File: src/rtl/lmdr_pkg.sv
// shared types, constants and glyph table of the led matrix delta refresh unit
`timescale 1ns / 1ps
package lmdr_pkg;

  // matrix geometry
  localparam int ROWS   = 7;
  localparam int COLS   = 7;
  localparam int GLYPH  = 7;
  localparam int DIGITS = 10;
  localparam int CELLS  = ROWS * COLS;
  localparam int ROW_W  = $clog2(ROWS);
  localparam int COL_W  = $clog2(COLS);
  localparam int IDX_W  = $clog2(CELLS);

  // field widths
  localparam int COLOR_W   = 24;
  localparam int POS_W     = 3;
  localparam int DIGIT_W   = 4;
  localparam int CFG_IDX_W = 1;
  localparam int IN_W      = 64;
  localparam int OUT_W     = 32;

  // command queue
  localparam int QDEPTH = 2;
  localparam int QPTR_W = 1;

  // configuration register indexes
  localparam logic [CFG_IDX_W-1:0] CFG_VACATE = 1'd0;
  localparam logic [CFG_IDX_W-1:0] CFG_FILL   = 1'd1;

  typedef enum logic [1:0] {
    KIND_MOVE,
    KIND_FILL,
    KIND_DIGIT,
    KIND_NOP
  } kind_t;

  typedef enum logic [2:0] {
    ST_IDLE,
    ST_MOVE_FROM,
    ST_MOVE_TO,
    ST_DRAW,
    ST_SCAN,
    ST_DRAIN
  } st_t;

  // one classified command waiting for the back end
  typedef struct packed {
    kind_t              kind;
    logic               from_ok;
    logic [IDX_W-1:0]   from_idx;
    logic               to_ok;
    logic [IDX_W-1:0]   to_idx;
    logic [COLOR_W-1:0] paint;
    logic [COLOR_W-1:0] back;
    logic [DIGIT_W-1:0] digit;
  } cmd_t;

  // queue status seen by both sides
  typedef struct packed {
    logic full;
    logic empty;
  } q_stat_t;

  // digit glyphs, bit c of a row set means column c is foreground
  localparam logic [GLYPH-1:0] GLYPHS [DIGITS][GLYPH] = '{
    '{7'h1C, 7'h22, 7'h22, 7'h22, 7'h22, 7'h22, 7'h1C},
    '{7'h10, 7'h18, 7'h14, 7'h12, 7'h10, 7'h10, 7'h10},
    '{7'h1C, 7'h22, 7'h20, 7'h1C, 7'h02, 7'h02, 7'h04},
    '{7'h1C, 7'h22, 7'h20, 7'h1C, 7'h20, 7'h22, 7'h1C},
    '{7'h10, 7'h18, 7'h14, 7'h3E, 7'h10, 7'h10, 7'h10},
    '{7'h3E, 7'h02, 7'h02, 7'h1E, 7'h20, 7'h20, 7'h1E},
    '{7'h1C, 7'h22, 7'h02, 7'h1E, 7'h22, 7'h22, 7'h1C},
    '{7'h3E, 7'h20, 7'h20, 7'h38, 7'h20, 7'h20, 7'h20},
    '{7'h1C, 7'h22, 7'h22, 7'h1C, 7'h22, 7'h22, 7'h1C},
    '{7'h1C, 7'h22, 7'h22, 7'h3C, 7'h20, 7'h22, 7'h1C}
  };

  function automatic logic [GLYPH-1:0] glyph_row(input logic [DIGIT_W-1:0] d,
                                                 input logic [ROW_W-1:0] r);
    logic [GLYPH-1:0] bits;
    bits = '0;
    if ((int'(d) < DIGITS) && (int'(r) < GLYPH)) begin
      bits = GLYPHS[d][r];
    end
    return bits;
  endfunction

endpackage

File: src/rtl/lmdr_front.sv
// input side: unpacks beats, drops no-op commands, resolves cell indexes
`timescale 1ns / 1ps
module lmdr_front (
  input  logic                         s_tvalid,
  output logic                         s_tready,
  // from_row, from_col, to_row, to_col, paint_color, back_color, digit
  input  logic [lmdr_pkg::IN_W-1:0]    s_tdata,
  // kind
  input  logic [1:0]                   s_tuser,
  input  lmdr_pkg::q_stat_t            q_stat,
  output logic                         push,
  output lmdr_pkg::cmd_t               push_cmd
);

  logic [lmdr_pkg::POS_W-1:0]   from_row;
  logic [lmdr_pkg::POS_W-1:0]   from_col;
  logic [lmdr_pkg::POS_W-1:0]   to_row;
  logic [lmdr_pkg::POS_W-1:0]   to_col;
  logic [lmdr_pkg::DIGIT_W-1:0] digit;
  lmdr_pkg::kind_t              kind;
  logic                         drop;

  // field unpacking
  assign from_row = s_tdata[2:0];
  assign from_col = s_tdata[5:3];
  assign to_row   = s_tdata[8:6];
  assign to_col   = s_tdata[11:9];
  assign digit    = s_tdata[63:60];
  assign kind     = lmdr_pkg::kind_t'(s_tuser);

  // classify: unknown kind or digit above nine does nothing
  always_comb begin
    case (kind)
      lmdr_pkg::KIND_MOVE:  drop = 1'b0;
      lmdr_pkg::KIND_FILL:  drop = 1'b0;
      lmdr_pkg::KIND_DIGIT: drop = !(int'(digit) < lmdr_pkg::DIGITS);
      default:              drop = 1'b1;
    endcase
  end

  assign s_tready = !q_stat.full;
  assign push     = s_tvalid && s_tready && !drop;

  // command build, out-of-range cells flagged
  always_comb begin
    push_cmd.kind     = kind;
    push_cmd.from_ok  = (int'(from_row) < lmdr_pkg::ROWS) && (int'(from_col) < lmdr_pkg::COLS);
    push_cmd.from_idx = lmdr_pkg::IDX_W'(int'(from_row) * lmdr_pkg::COLS + int'(from_col));
    push_cmd.to_ok    = (int'(to_row) < lmdr_pkg::ROWS) && (int'(to_col) < lmdr_pkg::COLS);
    push_cmd.to_idx   = lmdr_pkg::IDX_W'(int'(to_row) * lmdr_pkg::COLS + int'(to_col));
    push_cmd.paint    = s_tdata[35:12];
    push_cmd.back     = s_tdata[59:36];
    push_cmd.digit    = digit;
  end

endmodule

File: src/rtl/lmdr_cmd_fifo.sv
// short command queue between the front and back ends
`timescale 1ns / 1ps
module lmdr_cmd_fifo (
  input  logic              clk,
  input  logic              rst,
  input  logic              push,
  input  lmdr_pkg::cmd_t    push_cmd,
  input  logic              pop,
  output lmdr_pkg::cmd_t    pop_cmd,
  output lmdr_pkg::q_stat_t q_stat
);

  lmdr_pkg::cmd_t              q [lmdr_pkg::QDEPTH];
  logic [lmdr_pkg::QPTR_W-1:0] wr_ptr;
  logic [lmdr_pkg::QPTR_W-1:0] rd_ptr;
  logic [lmdr_pkg::QPTR_W:0]   count;

  assign q_stat.full  = (count == (lmdr_pkg::QPTR_W + 1)'(lmdr_pkg::QDEPTH));
  assign q_stat.empty = (count == '0);
  assign pop_cmd      = q[rd_ptr];

  // entry storage
  always_ff @(posedge clk) begin
    if (push) begin
      q[wr_ptr] <= push_cmd;
    end
  end

  // pointers and fill level
  always_ff @(posedge clk) begin
    if (rst) begin
      wr_ptr <= '0;
      rd_ptr <= '0;
      count  <= '0;
    end else begin
      if (push) begin
        wr_ptr <= (wr_ptr == lmdr_pkg::QPTR_W'(lmdr_pkg::QDEPTH - 1)) ? '0 : wr_ptr + 1'b1;
      end
      if (pop) begin
        rd_ptr <= (rd_ptr == lmdr_pkg::QPTR_W'(lmdr_pkg::QDEPTH - 1)) ? '0 : rd_ptr + 1'b1;
      end
      if (push && !pop) begin
        count <= count + 1'b1;
      end else if (pop && !push) begin
        count <= count - 1'b1;
      end
    end
  end

endmodule

File: src/rtl/lmdr_back.sv
// execution side: frame memories, draw and refresh sequencer, output register
`timescale 1ns / 1ps
module lmdr_back (
  input  logic                              clk,
  input  logic                              rst,
  input  logic                              cfg_we,
  input  logic [lmdr_pkg::CFG_IDX_W-1:0]    cfg_index,
  input  logic [lmdr_pkg::COLOR_W-1:0]      cfg_data,
  input  lmdr_pkg::q_stat_t                 q_stat,
  input  lmdr_pkg::cmd_t                    pop_cmd,
  output logic                              pop,
  output logic                              m_tvalid,
  input  logic                              m_tready,
  // led_row, led_col, led_red, led_green, led_blue, two zero bits
  output logic [lmdr_pkg::OUT_W-1:0]        m_tdata,
  output logic                              m_tlast
);

  localparam int ROW_W   = lmdr_pkg::ROW_W;
  localparam int COL_W   = lmdr_pkg::COL_W;
  localparam int IDX_W   = lmdr_pkg::IDX_W;
  localparam int COLOR_W = lmdr_pkg::COLOR_W;

  lmdr_pkg::st_t        state;
  lmdr_pkg::st_t        state_next;
  lmdr_pkg::cmd_t       cmd;
  logic [COLOR_W-1:0]   vacate_color;
  logic [COLOR_W-1:0]   fill_color;
  logic                 shown_valid;

  // frame memories
  logic [COLOR_W-1:0]   tgt_mem [lmdr_pkg::CELLS];
  logic [COLOR_W-1:0]   shd_mem [lmdr_pkg::CELLS];
  logic [lmdr_pkg::CELLS-1:0] tgt_vld;
  logic                 tgt_we;
  logic [IDX_W-1:0]     tgt_waddr;
  logic [COLOR_W-1:0]   tgt_wdata;

  // cell walk
  logic [ROW_W-1:0]     row;
  logic [COL_W-1:0]     col;
  logic [IDX_W-1:0]     idx;
  logic [IDX_W-1:0]     draw_idx;
  logic [lmdr_pkg::GLYPH-1:0] glyph_bits;
  logic                 scan_end;
  logic                 draw_end;
  logic                 step;
  logic                 col_wrap;

  // compare stage
  logic                 s1_valid;
  logic [ROW_W-1:0]     s1_row;
  logic [COL_W-1:0]     s1_col;
  logic [IDX_W-1:0]     s1_idx;
  logic [COLOR_W-1:0]   s1_val;
  logic [COLOR_W-1:0]   shd_rd;
  logic                 s1_diff;
  logic                 s1_done;
  logic                 issue;
  logic                 fill_mode;

  // held write, so the final one of a refresh can be marked
  logic                 pend_valid;
  logic [ROW_W-1:0]     pend_row;
  logic [COL_W-1:0]     pend_col;
  logic [COLOR_W-1:0]   pend_val;
  logic                 out_free;
  logic                 pend_free;
  logic                 flush;
  logic                 out_load;

  // output register
  logic                 out_valid;
  logic [lmdr_pkg::POS_W-1:0] out_row;
  logic [lmdr_pkg::POS_W-1:0] out_col;
  logic [COLOR_W-1:0]   out_val;
  logic                 out_last;

  // configuration registers
  always_ff @(posedge clk) begin
    if (rst) begin
      vacate_color <= '0;
      fill_color   <= '0;
    end else if (cfg_we) begin
      case (cfg_index)
        lmdr_pkg::CFG_VACATE: vacate_color <= cfg_data;
        lmdr_pkg::CFG_FILL:   fill_color   <= cfg_data;
        default: ;
      endcase
    end
  end

  assign fill_mode  = (cmd.kind == lmdr_pkg::KIND_FILL);
  assign out_free   = !out_valid || m_tready;
  assign pend_free  = !pend_valid || out_free;
  assign s1_diff    = !shown_valid || (shd_rd != s1_val);
  assign s1_done    = s1_valid && (!s1_diff || pend_free);
  assign issue      = (state == lmdr_pkg::ST_SCAN) && (!s1_valid || s1_done);
  assign flush      = (state == lmdr_pkg::ST_DRAIN) && !s1_valid && (!pend_valid || out_free);
  assign out_load   = (s1_done && s1_diff && pend_valid) || (flush && pend_valid);
  assign scan_end   = (row == ROW_W'(lmdr_pkg::ROWS - 1)) && (col == COL_W'(lmdr_pkg::COLS - 1));
  assign draw_end   = (row == ROW_W'(lmdr_pkg::GLYPH - 1)) && (col == COL_W'(lmdr_pkg::GLYPH - 1));
  assign draw_idx   = IDX_W'(int'(row) * lmdr_pkg::COLS + int'(col));
  assign glyph_bits = lmdr_pkg::glyph_row(cmd.digit, row);
  assign step       = issue || (state == lmdr_pkg::ST_DRAW);
  assign col_wrap   = (state == lmdr_pkg::ST_DRAW) ?
                      (col == COL_W'(lmdr_pkg::GLYPH - 1)) :
                      (col == COL_W'(lmdr_pkg::COLS - 1));

  // state register
  always_ff @(posedge clk) begin
    if (rst) begin
      state <= lmdr_pkg::ST_IDLE;
    end else begin
      state <= state_next;
    end
  end

  // next state, queue pop and target write port
  always_comb begin
    state_next = state;
    pop        = 1'b0;
    tgt_we     = 1'b0;
    tgt_waddr  = idx;
    tgt_wdata  = fill_color;
    case (state)
      lmdr_pkg::ST_IDLE: begin
        if (!q_stat.empty) begin
          pop = 1'b1;
          case (pop_cmd.kind)
            lmdr_pkg::KIND_MOVE:  state_next = lmdr_pkg::ST_MOVE_FROM;
            lmdr_pkg::KIND_FILL:  state_next = lmdr_pkg::ST_SCAN;
            lmdr_pkg::KIND_DIGIT: state_next = lmdr_pkg::ST_DRAW;
            default:              state_next = lmdr_pkg::ST_IDLE;
          endcase
        end
      end
      lmdr_pkg::ST_MOVE_FROM: begin
        tgt_we     = cmd.from_ok;
        tgt_waddr  = cmd.from_idx;
        tgt_wdata  = vacate_color;
        state_next = lmdr_pkg::ST_MOVE_TO;
      end
      lmdr_pkg::ST_MOVE_TO: begin
        tgt_we     = cmd.to_ok;
        tgt_waddr  = cmd.to_idx;
        tgt_wdata  = cmd.paint;
        state_next = lmdr_pkg::ST_SCAN;
      end
      lmdr_pkg::ST_DRAW: begin
        tgt_we    = 1'b1;
        tgt_waddr = draw_idx;
        tgt_wdata = glyph_bits[col] ? cmd.paint : cmd.back;
        if (draw_end) begin
          state_next = lmdr_pkg::ST_IDLE;
        end
      end
      lmdr_pkg::ST_SCAN: begin
        tgt_we = issue && fill_mode;
        if (issue && scan_end) begin
          state_next = lmdr_pkg::ST_DRAIN;
        end
      end
      lmdr_pkg::ST_DRAIN: begin
        if (flush) begin
          state_next = lmdr_pkg::ST_IDLE;
        end
      end
      default: state_next = lmdr_pkg::ST_IDLE;
    endcase
  end

  // command latch and cell walk counters
  always_ff @(posedge clk) begin
    if (pop) begin
      cmd <= pop_cmd;
    end
    if (rst || pop) begin
      row <= '0;
      col <= '0;
      idx <= '0;
    end else if (step) begin
      idx <= idx + 1'b1;
      if (col_wrap) begin
        col <= '0;
        row <= row + 1'b1;
      end else begin
        col <= col + 1'b1;
      end
    end
  end

  // target frame: storage, written-entry bits, registered scan read
  always_ff @(posedge clk) begin
    if (tgt_we) begin
      tgt_mem[tgt_waddr] <= tgt_wdata;
    end
    if (issue) begin
      s1_val <= fill_mode ? fill_color : (tgt_vld[idx] ? tgt_mem[idx] : '0);
    end
  end

  always_ff @(posedge clk) begin
    if (rst) begin
      tgt_vld <= '0;
    end else if (tgt_we) begin
      tgt_vld[tgt_waddr] <= 1'b1;
    end
  end

  // shadow frame: read on issue, written when a changed cell moves to the held write
  always_ff @(posedge clk) begin
    if (s1_done && s1_diff) begin
      shd_mem[s1_idx] <= s1_val;
    end
    if (issue) begin
      shd_rd <= shd_mem[idx];
    end
  end

  // compare stage position
  always_ff @(posedge clk) begin
    if (issue) begin
      s1_row <= row;
      s1_col <= col;
      s1_idx <= idx;
    end
  end

  // control of compare stage, held write, output beat and shadow flag
  always_ff @(posedge clk) begin
    if (rst) begin
      s1_valid    <= 1'b0;
      pend_valid  <= 1'b0;
      out_valid   <= 1'b0;
      shown_valid <= 1'b0;
    end else begin
      if (issue) begin
        s1_valid <= 1'b1;
      end else if (s1_done) begin
        s1_valid <= 1'b0;
      end
      if (s1_done && s1_diff) begin
        pend_valid <= 1'b1;
      end else if (flush) begin
        pend_valid <= 1'b0;
      end
      if (out_load) begin
        out_valid <= 1'b1;
      end else if (m_tready) begin
        out_valid <= 1'b0;
      end
      if (flush) begin
        shown_valid <= 1'b1;
      end
    end
  end

  // held write and output payload
  always_ff @(posedge clk) begin
    if (s1_done && s1_diff) begin
      pend_row <= s1_row;
      pend_col <= s1_col;
      pend_val <= s1_val;
    end
    if (out_load) begin
      out_row  <= lmdr_pkg::POS_W'(int'(pend_row) + 1);
      out_col  <= lmdr_pkg::POS_W'(int'(pend_col) + 1);
      out_val  <= pend_val;
      out_last <= flush;
    end
  end

  assign m_tvalid = out_valid;
  assign m_tlast  = out_last;
  assign m_tdata  = {2'b00, out_val[7:0], out_val[15:8], out_val[23:16], out_col, out_row};

endmodule

File: src/rtl/led_matrix_delta_refresh_unit.sv
// top level of the led matrix delta refresh unit
`timescale 1ns / 1ps
// Keeps a 7x7 RGB target frame and a shadow of what the LEDs show, and
// streams out one LED write for each cell that changed.
// Slave channel: one beat per command; kind on s_tuser (move, fill, digit).
// Move and fill end in a refresh; digit only draws into the target frame.
// Master channel: one beat per LED write, m_tlast on the final write of a
// refresh; a refresh with no changed cell gives no beats.
// Config port: cfg_we with cfg_index 0 = vacate colour, 1 = fill colour.
// Timing: a command queue of two entries sits between the input side and
// the sequencer. The sequencer walks the 49 cells one per cycle unless the
// output stalls, limited by the single read port of each frame memory; a
// move writes its two cells before its scan. Command kind 3 and digits
// above nine are dropped at the input. An LED write is held until the next
// changed cell is found or the scan ends, so the final one can be marked:
// with the queue empty, m_tvalid rises once a second changed cell is found
// or the scan ends, later when changes are sparse.
// When the receiver stalls, the output register and one held write fill
// and the cell walk pauses; the queue keeps taking commands until full.
// Reset clears the target frame to black (zero), both colour registers and
// the shadow, so the first refresh writes every LED. No clearing pass.
module led_matrix_delta_refresh_unit (
  input  logic                           clk,
  input  logic                           rst,
  input  logic                           s_tvalid,
  output logic                           s_tready,
  // from_row, from_col, to_row, to_col, paint_color, back_color, digit
  input  logic [lmdr_pkg::IN_W-1:0]      s_tdata,
  // kind
  input  logic [1:0]                     s_tuser,
  output logic                           m_tvalid,
  input  logic                           m_tready,
  // led_row, led_col, led_red, led_green, led_blue, two zero bits
  output logic [lmdr_pkg::OUT_W-1:0]     m_tdata,
  output logic                           m_tlast,
  input  logic                           cfg_we,
  input  logic [lmdr_pkg::CFG_IDX_W-1:0] cfg_index,
  input  logic [lmdr_pkg::COLOR_W-1:0]   cfg_data
);

  lmdr_pkg::q_stat_t q_stat;
  lmdr_pkg::cmd_t    push_cmd;
  lmdr_pkg::cmd_t    pop_cmd;
  logic              push;
  logic              pop;

  // input side
  lmdr_front u_front (
    .s_tvalid (s_tvalid),
    .s_tready (s_tready),
    .s_tdata  (s_tdata),
    .s_tuser  (s_tuser),
    .q_stat   (q_stat),
    .push     (push),
    .push_cmd (push_cmd)
  );

  // command queue
  lmdr_cmd_fifo u_fifo (
    .clk      (clk),
    .rst      (rst),
    .push     (push),
    .push_cmd (push_cmd),
    .pop      (pop),
    .pop_cmd  (pop_cmd),
    .q_stat   (q_stat)
  );

  // sequencer and frames
  lmdr_back u_back (
    .clk       (clk),
    .rst       (rst),
    .cfg_we    (cfg_we),
    .cfg_index (cfg_index),
    .cfg_data  (cfg_data),
    .q_stat    (q_stat),
    .pop_cmd   (pop_cmd),
    .pop       (pop),
    .m_tvalid  (m_tvalid),
    .m_tready  (m_tready),
    .m_tdata   (m_tdata),
    .m_tlast   (m_tlast)
  );

endmodule

File: config.mk
export PLATFORM = sky130hd
export DESIGN_NAME = led_matrix_delta_refresh_unit
export DESIGN_NICKNAME = d
export VERILOG_FILES = /design/src/rtl/lmdr_pkg.sv /design/src/rtl/lmdr_front.sv /design/src/rtl/lmdr_cmd_fifo.sv /design/src/rtl/lmdr_back.sv /design/src/rtl/led_matrix_delta_refresh_unit.sv
export SDC_FILE = /design/constraint.sdc
export NUM_CORES = 2
export LEC_CHECK = 0
export BUFFER_PORTS_ARGS = -buffer_cell sky130_fd_sc_hd__buf_2
export CAP_MARGIN = 0
export CORE_MARGIN = 10
export CORE_UTILIZATION = 25
export DETAILED_ROUTE_END_ITERATION = 8
export GPL_ROUTABILITY_DRIVEN = 0
export PLACE_DENSITY_LB_ADDON = 0.15
export SYNTH_ARGS = -nofsm -noshare
export SYNTH_HDL_FRONTEND = slang
export SYNTH_SLANG_ARGS = --single-unit
File: constraint.sdc
create_clock -name clk -period 12.7 [get_ports clk]
set_input_delay 0 -clock clk [delete_from_list [all_inputs] [get_ports clk]]
set_output_delay 0 -clock clk [all_outputs]
set_load 0.01 [all_outputs]
==> summary.md <==
| Metric | Value |
|---|---|
| DR DRC count | 0 |
| CTS clk-pin slew, worst paths | approximately 60 ps |
| Number of buffers created by CTS | between 300 and 400 |
| Finished Cell Area | ~130,000 µm² |
| Initial drt markers | between 4,000 and 5,000 |
| Die Ht | between 600 and 700 µm |
| Reg2reg start | u_back.row[0]$_SDFFE_PP0P_ |
| Crit path max-delay cell type | nor2_4 |
| FILL cells | about 42,000 |
| Switch share | a little over a quarter |
| Worst Hold Depth | 3 |
| CORE AREA | 431,500 µm² |
| Routed wire length per instance | 28.61 µm |
| Final HPWL DP | about 190,000 µm |
| Non-filler cells, final | about 12,000 |
| Avg Synthesized Cell Area | ~22 µm² |
| Maximum vdd ir drop | ~0.099 mV |
| Critical Path End Type | register |
| Hold Slack | about 130 ps |
| Largest net degree at the start of global routing | 120 |
| Unrepaired setup endpoints after global routing | false |
| Die width | roughly 680 µm |
| Worst Tran Pin Value | approximately 1200 ps |
| Largest family of logic cells by synthesized area | multiplexers |
| Final Setup Violations | 0 |
| PortBufs | roughly 130 |
| Clock sink count | roughly 2,800 |
| Largest cells by area after synthesis | edfxtp_1 74%, mux4_2 15%, dfxtp_1 2.3%, mux2i_1 0.94%, mux2_2 0.72% |
| MaxCap Viol Count | 0 |
| Initial Util | 25.13% |
| Post-synthesis sequential area ratio | between 70% and 80% |
| Worst flop-to-flop path endpoint | u_back.tgt_mem[38][14]$_DFFE_PP_ |
| PwrDens | ~190 nW/µm² |
| TNS Setup | 0 ps |
| Rows | ~240 |
| Worst Setup Start Kind | register |
| Sequential Power Share | between 40% and 50% |
| Share of layout cells above drive strength 1 | approximately 29% |
| Vias per cell | between 4 and 5 |
| Worst EP required | approximately 13,000 ps |
| Mapped Area | about 110,000 µm² |
| Crit path cell chain | inv_1, ha_1, inv_1, ha_1, ha_1, inv_1, fa_1, xnor2_1, a211oi_1, nor3_1, a21oi_4, o2111ai_4, nor2_4 |
| Utilization after layout | roughly 30% |
| Yosys top cell area share | approximately 74% |
| Kind of critical path | reg -> reg |
| Synth Flop Type | edfxtp_1 |
| Netlist cell types | 70 |
| Comb pwr share | between 10% and 20% |
| Max frequency | around 0.16 GHz |
| CP max FO | 24 |
| Syn Inst Count | between 5,000 and 6,000 |
| Die ar. | 460,400 µm² |
| All-Layer GR Usage | between 10 and 15% |
| #FFs+latches synth | 2,804 |
| Leak | roughly 39 nW |
| Fraction of power consumed by the clock network | about 36% |
| Yosys synthesis warning count | 0 |
| I/O pin count | around 130 |
| Worst skew pair latency | just under 900 ps |
| Area Overhead vs Synth | 18.75% |
| TritonCTS clock tree | built |
| GR Overflow Total | 0 |
| Vias | ~53,000 |
| Net switching power | between 0.006 and 0.007 W |
| Vias in the first global route | approximately 55,000 |
| Hold Path End | u_fifo.q[0][52]$_DFFE_PP_ |
| Hold_sp | s_tdata[9] |
| Fin. Hold Viols | 0 |
| Adder-cell share of the synthesized area | less than 1% |
| Yosys top cell by area | edfxtp_1 |
| Clk buf depth | 4 |
| Compound-gate portion of the synthesized area | roughly 2.6% |
| Worst hold path type | in -> reg |
| Fin crit period | 6146 ps |
| Ratio of final minimum period to clock period | between 40% and 50% |
| Dpl cell area | about 120,000 µm² |
| WP data arrival | ~6600 ps |
| Xor and xnor area share after synthesis | less than 1% |
| Proportion of synthesized area in mux cells | between 10% and 20% |
| Final WL | ~330,000 µm |
| Dpl cells | about 11,000 |
| Status | finished, final reports clean |
| Worst reg2reg setup slack | ~6600 ps |
| Final ANT Viol Nets | 0 |
| Global-route wire length before repair | roughly 460,000 µm |
| Pins over their slew limit | 0 |
| First-pass iteration count of the detailed router | 5 |
| Slew HR | ~17% |
| Internal power | ~0.017 W |
| Post-synthesis simple-gate area fraction | 2.023% |
| Clock Root Buffer | clkbuf_16 |
| Ys async rst share | 0% |
| Max stage delay on crit path | between 900 and 1000 ps |
| H-tree depth | 5 |
| Initial antenna violation count | 28 |
| Worst reg2reg path depth | 13 |
| Post-synth EDFFs | ~2,700 |
| Nets | between 5,000 and 6,000 |
| Clock skew | 49.91 ps |
[worst max-delay path by stage]
stage,slack (ps),end,cells past startpoint,from
finish,6550,u_back.tgt_mem[38][14]$_DFFE_PP_,13,u_back.row[0]$_SDFFE_PP0P_
global route,6140,u_back.tgt_mem[38][11]$_DFFE_PP_,13,u_back.row[0]$_SDFFE_PP0P_
CTS,6540,u_back.tgt_mem[39][14]$_DFFE_PP_,13,u_back.row[0]$_SDFFE_PP0P_
detailed placement,6550,u_back.tgt_mem[38][19]$_DFFE_PP_,13,u_back.row[0]$_SDFFE_PP0P_
global placement,6520,u_back.tgt_mem[36][19]$_DFFE_PP_,13,u_back.row[0]$_SDFFE_PP0P_
floorplan,3980,register,7,u_back.state[0]$_SDFFE_PP0P_
[through the flow]
stage / worst slack, ps / total power [W]
global route: 6139 / 0.02493
global placement: 6520 / 0.01563
finish: 6554 / 0.02399
detailed placement: 6553 / 0.01565
floorplan: 3984 / 0.01382
CTS: 6537 / 0.02440
[repair_timing]
action	in CTS	in global routing
hold buffers	188	0
hold endpoints to repair	226	0
gates resized for setup	0	0
setup buffers	0	0
[cell families (layout without fill, tap and decap cells)]
family,after synthesis,in the layout
DFF,2804,2804
muxes,881,881
and+or+nand+nor,471,471
AOI/OAI and AO/OA,412,412
buffers and inverters,375,1121
adders and majority gates,56,56
xor gates and xnor gates,41,41
other,1,16
[metal layers]
metal  GRT usage, %  part of all wire, %  vias up
li1               -                    -    22143
met1          18.80                   44    28902
met2          23.01                   49     1355
met3          2.088                  4.5      466
met4          3.920                  3.1        2
met5              0               0.0030        -
[placed cells by master, fill, tap and decap left out, drive strengths merged, types with 44 or more instances in the layout]
cell | synthesis | final
mux2 | 69 | 69
o21ai | 45 | 45
dfxtp | 127 | 127
edfxtp | 2677 | 2677
clkinv | 1 | 119
ha | 44 | 44
dlygate4sd3 | 0 | 188
mux4 | 710 | 710
nor2 | 140 | 140
mux2i | 102 | 102
buf | 138 | 314
inv | 84 | 93
a22oi | 53 | 53
a21oi | 125 | 125
nand2 | 153 | 153
clkbuf | 152 | 381
[power groups by stage]
| stage | Combinational, W | Clock [W] | Sequential, W |
|---|---|---|---|
| after floorplan | 0.00230 | 0 | 0.0115 |
| after global placement | 0.00412 | 0 | 0.0115 |
| after detailed placement | 0.00415 | 0 | 0.0115 |
| after CTS | 0.00421 | 0.00888 | 0.0113 |
| after global routing | 0.00437 | 0.00923 | 0.0113 |
| final | 0.00407 | 0.00861 | 0.0113 |
[synth_stat cells (38+ instances only)]
master    number
mux2_2        69
a22oi_1       53
buf_1         50
clkbuf_1     152
dfxtp_1      127
nor2_1       140
nand2_1      153
o21ai_0       44
a21oi_1      125
ha_1          44
buf_2         69
nand3_1       38
inv_1         82
mux4_2       710
edfxtp_1    2677
mux2i_1      102
[cell type report]
class	instances	area [µm²]	share of cell area, %
sequential	2804	82960	64.44
multi-input combinational	1863	24860	19.31
clock buffer	381	8138	6.321
tap	5710	7144	5.549
timing repair buffer	502	3971	3.085
clock inverter	153	1318	1.023
inverter	85	319.1	0.2478
antenna	14	35.03	0.02721
[registers in the layout, summed over array words and instances (netlist names), 6 cells and up, named ones only]
name	flops
u_back.s1_val	24
u_back.idx	6
u_back.s1_idx	6
u_back.tgt_mem	1176
u_back.shd_rd	24
u_back.vacate_color	24
u_back.tgt_vld	49
u_back.pend_val	24
u_back.cmd	68
u_back.shd_mem	1176
u_back.out_val	24
u_fifo.q	136
u_back.fill_color	24
[worst max-delay path: cells and delay by family, from the launching register on]
kind / cells / cell delay (ps)
AO/OA/AOI/OAI: 3 / 1790
adder cells (fa/ha/maj): 4 / 1310
XOR/XNOR: 1 / 150
AND/OR/NAND/NOR: 2 / 1100
flip-flops: 1 / 900
buffers and inverters: 3 / 430
Power figures use the tool's default switching activity.
